$ cat config.mk
export PLATFORM = sky130hd
export DESIGN_NAME = all_pairs_hop_route_table_top
export DESIGN_NICKNAME = d
export VERILOG_FILES = /design/src/aphrt_pkg.sv /design/src/aphrt_search.sv /design/src/all_pairs_hop_route_table_top.sv
export SDC_FILE = /design/constraint.sdc
export NUM_CORES = 2
export LEC_CHECK = 0
export CORE_UTILIZATION = 41
export CTS_CLUSTER_SIZE = 30
export DETAILED_ROUTE_END_ITERATION = 10
export DONT_BUFFER_PORTS = 1
export PLACE_DENSITY = 0.67
export SLEW_MARGIN = 20
export SYNTH_ARGS = -nofsm -noshare
export SYNTH_HDL_FRONTEND = slang
export SYNTH_SLANG_ARGS = --single-unit
$ cat constraint.sdc
create_clock -name clk_i -period 12 [get_ports clk_i]
set_input_delay 1.8 -clock clk_i [delete_from_list [all_inputs] [get_ports clk_i]]
set_output_delay 1.8 -clock clk_i [all_outputs]
set_load 0.05 [all_outputs]
$ cat src/aphrt_pkg.sv
`timescale 1ns / 1ps
// ----------------------------------------------------------------------------
// aphrt_pkg
// Shared types and constants of the all-pairs hop route table.
// ----------------------------------------------------------------------------
package aphrt_pkg;

  // fixed field widths of the stream items
  localparam int ID_W      = 4;
  localparam int ROW_W     = 16;
  localparam int HOP_W     = 4;
  localparam int NODES_DEF = 16;

  // item kinds carried in tuser
  localparam logic KIND_WRITE  = 1'b0;
  localparam logic KIND_LOOKUP = 1'b1;

  // one route table entry as stored and as delivered
  typedef struct packed {
    logic             reach;
    logic [HOP_W-1:0] hops;
    logic [ID_W-1:0]  first;
  } entry_t;

endpackage

$ cat src/aphrt_search.sv
`timescale 1ns / 1ps
// ----------------------------------------------------------------------------
// aphrt_search
// Rebuilds the route tables: a unit-weight shortest path search from every
// source, one node a cycle through a rotating node line and one compare unit.
// ----------------------------------------------------------------------------
module aphrt_search #(
  parameter int NODES = aphrt_pkg::NODES_DEF
) (
  input  logic                           clk_i,
  input  logic                           rst_ni,
  input  logic                           start_i,
  output logic                           done_o,
  output logic [$clog2(NODES)-1:0]       row_idx_o,
  input  logic [aphrt_pkg::ROW_W-1:0]    row_i,
  output logic                           wr_en_o,
  output logic [2*$clog2(NODES)-1:0]     wr_addr_o,
  output aphrt_pkg::entry_t              wr_data_o
);
  import aphrt_pkg::*;

  localparam int NW = $clog2(NODES);
  localparam int DW = NW;
  localparam logic [NW-1:0] LAST = NW'(NODES - 1);

  typedef enum logic [1:0] {S_IDLE, S_INIT, S_SCAN} state_e;

  state_e            state_q;
  logic [NW-1:0]     s_q, n_q, k_q, kfirst_q, best_idx_q, best_first_q;
  logic [DW-1:0]     kdist_q, best_d_q;
  logic              relax_q, found_q, done_q;
  logic [DW-1:0]     dist_q  [NODES];
  logic [NW-1:0]     first_q [NODES];
  logic [NODES-1:0]  vis_q, reach_q;

  logic [NODES-1:0]  row_ext;
  logic [DW:0]       kd1;
  logic              link_n, relax, cand;
  logic [DW-1:0]     hd;
  logic [NW-1:0]     hf;
  logic              hr, hvis;
  logic [DW+3:0]     hd_w;
  logic [NW+3:0]     hf_w;

  // adjacency row widened to the node count, missing bits read as no link
  for (genvar g = 0; g < NODES; g++) begin : g_row
    if (g < ROW_W) begin : g_in
      assign row_ext[g] = row_i[g];
    end else begin : g_out
      assign row_ext[g] = 1'b0;
    end
  end

  assign row_idx_o = (state_q == S_INIT) ? s_q : k_q;

  // relax and select on the node at the head of the line
  always_comb begin
    kd1    = {1'b0, kdist_q} + (DW+1)'(1);
    link_n = row_ext[n_q];
    relax  = relax_q && (n_q != k_q) && link_n &&
             (!reach_q[0] || ({1'b0, dist_q[0]} > kd1));
    hd     = relax ? kd1[DW-1:0] : dist_q[0];
    hf     = relax ? kfirst_q : first_q[0];
    hr     = reach_q[0] | relax;
    hvis   = vis_q[0] | (relax_q && (n_q == k_q));
    cand   = !hvis && hr && (!found_q || (hd < best_d_q));
    hd_w   = (DW+4)'(hd);
    hf_w   = (NW+4)'(hf);
  end

  // table write of the head entry, the last pass leaves the final values
  assign wr_en_o   = (state_q == S_SCAN);
  assign wr_addr_o = {s_q, n_q};
  always_comb begin
    wr_data_o.reach = hr;
    wr_data_o.hops  = '0;
    wr_data_o.first = '0;
    if (hr) begin
      wr_data_o.hops  = (hd_w > (DW+4)'(15)) ? HOP_W'(15) : hd_w[HOP_W-1:0];
      wr_data_o.first = hf_w[ID_W-1:0];
    end
  end

  assign done_o = done_q;

  // sequencer and rotating node line
  always_ff @(posedge clk_i or negedge rst_ni) begin
    if (!rst_ni) begin
      state_q <= S_IDLE;
      s_q     <= '0;
      n_q     <= '0;
      relax_q <= 1'b0;
      found_q <= 1'b0;
      done_q  <= 1'b0;
    end else begin
      unique case (state_q)
        S_IDLE: begin
          // done pulse lasts the first idle cycle only
          done_q <= 1'b0;
          if (start_i) begin
            s_q     <= '0;
            state_q <= S_INIT;
          end
        end
        S_INIT: begin
          for (int i = 0; i < NODES; i++) begin
            if (NW'(i) == s_q) begin
              vis_q[i]   <= 1'b1;
              reach_q[i] <= 1'b1;
              dist_q[i]  <= '0;
              first_q[i] <= s_q;
            end else begin
              vis_q[i]   <= 1'b0;
              reach_q[i] <= row_ext[i];
              dist_q[i]  <= DW'(1);
              first_q[i] <= row_ext[i] ? NW'(i) : '0;
            end
          end
          n_q     <= '0;
          relax_q <= 1'b0;
          found_q <= 1'b0;
          state_q <= S_SCAN;
        end
        S_SCAN: begin
          for (int i = 0; i < NODES - 1; i++) begin
            dist_q[i]  <= dist_q[i+1];
            first_q[i] <= first_q[i+1];
            vis_q[i]   <= vis_q[i+1];
            reach_q[i] <= reach_q[i+1];
          end
          dist_q[NODES-1]  <= hd;
          first_q[NODES-1] <= hf;
          vis_q[NODES-1]   <= hvis;
          reach_q[NODES-1] <= hr;
          if (n_q != LAST) begin
            n_q <= n_q + NW'(1);
            if (cand) begin
              found_q      <= 1'b1;
              best_d_q     <= hd;
              best_idx_q   <= n_q;
              best_first_q <= hf;
            end
          end else begin
            n_q     <= '0;
            found_q <= 1'b0;
            if (found_q || cand) begin
              // next node to settle
              relax_q  <= 1'b1;
              k_q      <= cand ? n_q : best_idx_q;
              kdist_q  <= cand ? hd : best_d_q;
              kfirst_q <= cand ? hf : best_first_q;
            end else if (s_q == LAST) begin
              done_q  <= 1'b1;
              state_q <= S_IDLE;
            end else begin
              s_q     <= s_q + NW'(1);
              state_q <= S_INIT;
            end
          end
        end
        default: state_q <= S_IDLE;
      endcase
    end
  end

endmodule

$ cat src/all_pairs_hop_route_table_top.sv
`timescale 1ns / 1ps
// ----------------------------------------------------------------------------
// all_pairs_hop_route_table_top
// Adjacency row store and route lookup with rebuild of the route tables.
// ----------------------------------------------------------------------------
// A write item (tuser 0) stores one adjacency row and marks the route tables
// stale. A lookup item (tuser 1) on fresh tables passes through the T_READ
// state, the registered table read and the T_RESP state into the output
// register. A lookup on stale tables first rebuilds them: for each source, an
// initialization step and then passes over all NODES nodes, one node a cycle
// through the shared relax and select unit, with one pass for each node the
// source reaches plus one. The input is not ready during a lookup or a
// rebuild; the result sits in an output register, so further writes are
// taken meanwhile.
// ----------------------------------------------------------------------------
module all_pairs_hop_route_table_top #(
  parameter int NODES = aphrt_pkg::NODES_DEF
) (
  input  logic        clk_i,
  input  logic        rst_ni,
  // input items
  input  logic        s_axis_tvalid,
  output logic        s_axis_tready,
  input  logic [23:0] s_axis_tdata,  // src[3:0], dst[7:4], row_bits[23:8]
  input  logic        s_axis_tuser,  // kind[0]
  // result items
  output logic        m_axis_tvalid,
  input  logic        m_axis_tready,
  output logic [15:0] m_axis_tdata   // next_hop[3:0], hops[7:4], reachable[8], zeros
);
  import aphrt_pkg::*;

  localparam int NW    = $clog2(NODES);
  localparam int ROWS  = (NODES < ROW_W) ? NODES : ROW_W;
  localparam int RW    = (ROWS > 1) ? $clog2(ROWS) : 1;
  localparam int TBL_D = 2 ** (2 * NW);

  typedef enum logic [1:0] {T_IDLE, T_BUILD, T_READ, T_RESP} state_e;

  state_e             state_q;
  logic [ROW_W-1:0]   adj_q [ROWS];
  logic               stale_q;
  entry_t             tbl_q [TBL_D];
  entry_t             rd_q, out_q;
  logic [2*NW-1:0]    rd_addr_q;
  logic               oob_q, out_valid_q;

  logic [ID_W-1:0]    in_src, in_dst;
  logic [ROW_W-1:0]   in_row;
  logic               in_acc, eng_start, eng_done, eng_wr_en;
  logic [NW-1:0]      eng_row_idx;
  logic [ROW_W-1:0]   eng_row;
  logic [2*NW-1:0]    eng_wr_addr;
  entry_t             eng_wr_data;

  assign in_src = s_axis_tdata[3:0];
  assign in_dst = s_axis_tdata[7:4];
  assign in_row = s_axis_tdata[23:8];

  assign s_axis_tready = (state_q == T_IDLE);
  assign in_acc        = s_axis_tvalid && s_axis_tready;
  assign eng_start     = in_acc && (s_axis_tuser == KIND_LOOKUP) && stale_q;

  // adjacency row for the search engine
  assign eng_row = (32'(eng_row_idx) < ROWS) ? adj_q[eng_row_idx[RW-1:0]] : '0;

  aphrt_search #(
    .NODES (NODES)
  ) u_search (
    .clk_i     (clk_i),
    .rst_ni    (rst_ni),
    .start_i   (eng_start),
    .done_o    (eng_done),
    .row_idx_o (eng_row_idx),
    .row_i     (eng_row),
    .wr_en_o   (eng_wr_en),
    .wr_addr_o (eng_wr_addr),
    .wr_data_o (eng_wr_data)
  );

  // route table memory
  always_ff @(posedge clk_i) begin
    if (eng_wr_en) begin
      tbl_q[eng_wr_addr] <= eng_wr_data;
    end
    rd_q <= tbl_q[rd_addr_q];
  end

  // lookup address capture
  always_ff @(posedge clk_i) begin
    if (in_acc && (s_axis_tuser == KIND_LOOKUP)) begin
      rd_addr_q <= {NW'(in_src), NW'(in_dst)};
      oob_q     <= (32'(in_src) >= NODES) || (32'(in_dst) >= NODES);
    end
  end

  // control, adjacency rows and output register
  always_ff @(posedge clk_i or negedge rst_ni) begin
    if (!rst_ni) begin
      state_q     <= T_IDLE;
      stale_q     <= 1'b1;
      out_valid_q <= 1'b0;
      for (int i = 0; i < ROWS; i++) begin
        adj_q[i] <= '0;
      end
    end else begin
      // output drains here unless a new result is loaded below
      if (out_valid_q && m_axis_tready && (state_q != T_RESP)) begin
        out_valid_q <= 1'b0;
      end
      unique case (state_q)
        T_IDLE: begin
          if (in_acc) begin
            if (s_axis_tuser == KIND_WRITE) begin
              if (32'(in_src) < ROWS) begin
                adj_q[in_src[RW-1:0]] <= in_row;
                stale_q               <= 1'b1;
              end
            end else begin
              state_q <= stale_q ? T_BUILD : T_READ;
            end
          end
        end
        T_BUILD: begin
          if (eng_done) begin
            stale_q <= 1'b0;
            state_q <= T_READ;
          end
        end
        T_READ: begin
          state_q <= T_RESP;
        end
        T_RESP: begin
          if (!out_valid_q || m_axis_tready) begin
            out_q       <= oob_q ? '0 : rd_q;
            out_valid_q <= 1'b1;
            state_q     <= T_IDLE;
          end
        end
        default: state_q <= T_IDLE;
      endcase
    end
  end

  assign m_axis_tvalid = out_valid_q;
  assign m_axis_tdata  = {7'b0, out_q.reach, out_q.hops, out_q.first};

endmodule

**After elaboration in Yosys (flattened, before gate mapping)**

Memory sizes are Yosys's and may differ from the RTL's. A register that Yosys moved wholly into a read port is not among the register bits.
Index checks and enable logic that the tools add are counted.

- Magnitude comparators: 7
- Equal/unequal tests: 37
- $add $sub $neg: 3
- Reduce and logical (&&, ||, !) cells: 71
- Mux-type cells: 247
- Bitwise operators: 70

Operators with widths:

| operator | count |
|---|---|
| two-way mux 4 bit | 84 |
| bitwise mux 256 bit | 1 |
| two-way mux 1 bit | 131 |
| OR 1 bit | 66 |
| binary-select mux 16 bit (select 4 bit) | 1 |
| demux 16 bit (select 4 bit) | 1 |
| case mux 16 bit (2 select lines) | 2 |
| two-way mux 16 bit | 3 |
| logical AND 1 bit | 45 |
| == test 4 bit (first input constant) | 8 |
| two-way mux 2 bit | 10 |
| == test 3 x 4 -> 1 bit (first input constant) | 4 |
| case mux 4 bit (2 select lines) | 2 |
| AND reduction 4 bit | 4 |
| AND reduction 3 bit | 5 |
| inequality test 2 bit (second input constant) | 7 |
| two-way mux 3 bit | 4 |
| >= comparator 5 bit (second input constant) | 2 |
| inequality test 2 x 1 -> 1 bit (second input constant) | 5 |
| inverter 4 -> 5 bit | 2 |
| adder 4 x 1 -> 4 bit (second input constant) | 2 |
| == test 2 x 4 -> 1 bit (first input constant) | 2 |
| two-way mux 8 bit | 1 |
| case mux 1 bit (2 select lines) | 4 |
| other kinds (25) | 39 |

- Memories kept: 3
- Register bits: 346
- Bits in writable memories: 2432
- Logic and storage cells: 475
- Output and inout bits: 18
- Input port bits: 29

Memory list:

| name | words | width | read ports | clocked after Yosys merged registers in | wr ports | line | text |
|---|---|---|---|---|---|---|---|
| tbl_q | 256 | 9 | 1 | 1 | 1 | all_pairs_hop_route_table_top.sv:43 | `entry_t tbl_q [TBL_D];` |
| u_search.dist_q | 16 | 4 | 16 | 0 | 16 | aphrt_search.sv:32 | `logic [DW-1:0] dist_q [NODES];` |
| u_search.first_q | 16 | 4 | 16 | 0 | 16 | aphrt_search.sv:33 | `logic [NW-1:0] first_q [NODES];` |

**Depth between registers and ports, before layout**

- Depth in word-level cells: 18
- Gate-level depth with buffers: 23
- Mapped depth without buffers: 17

**Modules after synthesis**

Synthesis repeated with hierarchy kept, for this count alone.

- Cells, all modules: 5695
- Area total of the unflattened synthesis: 110639.9 um^2

Modules (own cells, without submodules):

| module | cells an instance | instances | area each (um^2) | sequential area each (um^2) |
|---|---|---|---|---|
| all_pairs_hop_route_table_top | 4925 | 1 | 101658.7 | 76384.5 |
| aphrt_search | 770 | 1 | 8981.1 | 5570.3 |

**Least setup slack after synthesis**

Ideal clock, no wire load.

- Kind: reg2reg
- Start: reg u_search.state_q[1]
- End: mem tbl_q[0][2] (netlist name) (data pin)
- Stages on the path, launching flop included: 14
- Data required time: 10607 ps
- Buffers on the path: 2
- Clock period less this slack: 10332 ps
- Library setup time: 1393 ps
- Path slack: 1668 ps
- Arrival time: 8939 ps
- Cells stage by stage: dfrtp_1 inv_1 ha_1 buf_6 mux2i_2 buf_2 nand2_1 a32oi_1 a21oi_1 a2111oi_0 and4b_4 nand4_2 mux2i_1 nor2_1

RTL lines:

| item | line | text |
|---|---|---|
| start, declared | aphrt_search.sv:28 | `state_e state_q;` |
| start signal, assigned | aphrt_search.sv:89 | `state_q <= S_IDLE;` |
| start signal, assigned | aphrt_search.sv:102 | `state_q <= S_INIT;` |
| start signal, assigned | aphrt_search.sv:122 | `state_q <= S_SCAN;` |
| end, declared | all_pairs_hop_route_table_top.sv:43 |  |

==> summary.txt <==
outcome - finished clean
largest net degree at the start of global routing - 308
critical path required time - 12.58 ns
slowest library cell on the worst path - ha_1
CTS Hold Bufs - 0
gp weighted congestion - 0.8430
Post-synth EDFFs - 2477
Post-CTS Resized - 0
post-synth top area share - 67.56%
cells along the critical path - inv_1 > ha_1 > mux2_2 > buf_4 > mux4_2 > nand2_1 > nand4_1 > mux2i_1 > a311oi_2 > a31oi_4 > inv_8 > and2_4 > buf_4 > buf_4
Yosys warnings - 0
post-route ant nets - 0
Post-DP Area - 114200 um2
half-perimeter wire length after placement - 146500 um
VDD IR-drop max - 0.0001618 V
cts bufs inserted - 292
share of cells above drive strength 1 - 29.81%
setup TNS - 0 ns
overall routing resource usage - 18.65%
unrepaired setup endpoints after global routing - false
Final Hold Viols - 0
final non-filler cell total - 8992
power density cells - 154.8 nW/um2
H-tree depth - 5
antenna violations before repair - 12
minimum clock period - 8.047 ns
FP Rows - 189
vias per inst - 5.798
Initial DRT Pass Iterations - 6
Post-Place Cells - 8486
# port buffers - 0
Starting Density - 41.38%
vias - 52.14k
max_slew headroom - 19.73%
Max Slew Vio Count - 0
synth cell count leaders - 2477 x edfxtp_1, 805 x mux4_2, 297 x nor2_1
wire length per cell - 28.02 um
top_reg_cell synth - edfxtp_1
max cap viols - 0
TritonCTS clock tree - yes
vias in the first global route - 53.26k
reg2reg start - u_search.state_q[1]
first-pass GRT wire length - 371200 um
Post-CTS Setup Bufs - 0
Starting DRT DRC Count - 5212
Synth Register Bits - 2787
Worst setup SP type - flip-flop
post-synthesis sequential area ratio - 74.44%
Fmax - 0.1243 GHz
CP endpoint kind - flip-flop
Critical path origin - u_search.state_q[1]
Hold Startpoint - rd_q[5]
die area - 270600 um2
Clock transition at path regs - 0.07 ns
most frequent cell after synthesis - edfxtp_1
Core Area - 266000 um2
cell area after technology mapping - 110100 um2
Final Skew - 0.08115 ns
CTS root buffer - clkbuf_16
worst hold path type - reg -> reg
post-route cell area - 123300 um2
width of the die - 520.2 um
CTS Buffer Depth - 4
slack of the critical path - 3.953 ns
clock sinks - 2787
Data arrival, critical path - 8.62 ns
CP max FO - 131
setup slack, reg-to-reg - 3.95 ns
hold_ws - 0.4169 ns
final setup violation count - 0
placement-stage worst setup slack - 4.039 ns
Die Y - 520.2 um
final worst-path cycle share - 67.06%
Largest stage delay, worst path - 0.83 ns
Ports - 47
WS Path Type - reg -> reg
Cells after Synth - 5174
Distinct cells, synth - 75
leakage - 0.04253 uW
drt drc - 0
asr flop ratio synth - 9.795%
total wire length - 252000 um
Syn Area/Cell - 21.28 um2
gr ovfl total - 0
post-synth top area cell - edfxtp_1
# nets final - 5303
clock latency at the later pin of the worst-skew pair - 0.95 ns
most frequent CP cell - buf_4
Syn-to-layout area delta - 12.04%
worst slew pin tran - 1.201 ns
synth top area cells - edfxtp_1 68%, mux4_2 16%, dfrtp_1 6.2%
## worst max-delay path: cells and delay by family (launching register included)
family          cells  cell delay, ns
buf+inv             5            3.02
mux                 3            0.83
fa+ha+maj           1            0.83
flops               1            0.44
simple gates        3            1.02
compound gates      2            1.06
## metrics by stage
stage	util [%]	power, uW
after floorplan	-	10630
after global placement	42.91	10620
after detailed placement	42.91	10620
after CTS	46.31	19210
after global routing	46.36	19550
final	46.36	19090
## routing by layer
metal | up-vias | global-route usage [%] | wire length (um)
met5 | - | 0 | 150
met4 | 4 | 5.167 | 6521
met3 | 409 | 3.933 | 20040
met2 | 2061 | 29.84 | 122200
met1 | 28135 | 25.94 | 103000
li1 | 21531 | - | -
## flip-flops by register name, summed over array words and instances, names as in the netlist, 8 cells and up
name              cells
rd_addr_q             8
u_search.vis_q       16
rd_q                  9
u_search.dist_q      64
adj_q               256
m_axis_tdata          9
u_search.first_q     64
tbl_q              2304
u_search.reach_q     16
## cell usage in the layout (no fill, tap or decap), drive strengths merged, types with 4 or more instances in the layout
cell type  netlist  final
edfxtp        2477   2477
mux4           815    815
clkbuf         209    370
nor2           297    297
mux2           273    273
dfrtp          272    272
nand2          176    176
buf            115    100
clkinv           2     96
o21ai           64     64
a22o            46     46
inv             34     42
nand3           41     41
dfxtp           37     37
mux2i           37     37
and3            34     34
a21oi           28     28
ha              24     24
a22oi           22     22
and2            20     20
a21o            19     19
bufinv           0     19
nand4           18     18
nor2b           16     16
clkinvlp         0     10
o211ai          10     10
nand2b           9      9
a32oi            8      8
conb             1      7
a41oi            6      6
o22ai            6      6
nor3             6      6
xor2             5      5
nor3b            5      5
a31oi            4      4
## area by class of cell
cell class | instances | area, um2
Clock inverter | 131 | 1145
Inverter | 36 | 142.6
Timing Repair Buffer | 100 | 932.1
Sequential cell | 2787 | 81950
Tap cell | 3533 | 4420
Clock buffer | 370 | 7900
Antenna cell | 2 | 5.005
Multi-Input combinational cell | 2033 | 26840
Fill cell | 21557 | 142700
## where the power goes
part	switching [uW]	internal [uW]
logic	5.63	1.72
clock network	3620	5050
registers	0	10400
## path summary, 6_finish.rpt
check	endpoint	cells past startpoint
setup reg to reg	tbl_q[196][6]	14
setup / recovery	tbl_q[196][6]	14
hold reg to reg	m_axis_tdata[5]	0
max in group asynchronous	adj_q[202]	0
hold / removal	m_axis_tdata[5]	0
min in group asynchronous	adj_q[131]	0
## logic make-up after synthesis
logic type / synth area share, %
AND/OR/NAND/NOR: 2.517
buffers and inverters: 1.348
XOR/XNOR: 0.04773
other: 0.003406
adder cells (fa/ha/maj): 0.2728
multiplexers: 19.85
AO/OA/AOI/OAI: 1.514
flip-flops: 74.44
Power figures use the tool's default switching activity.
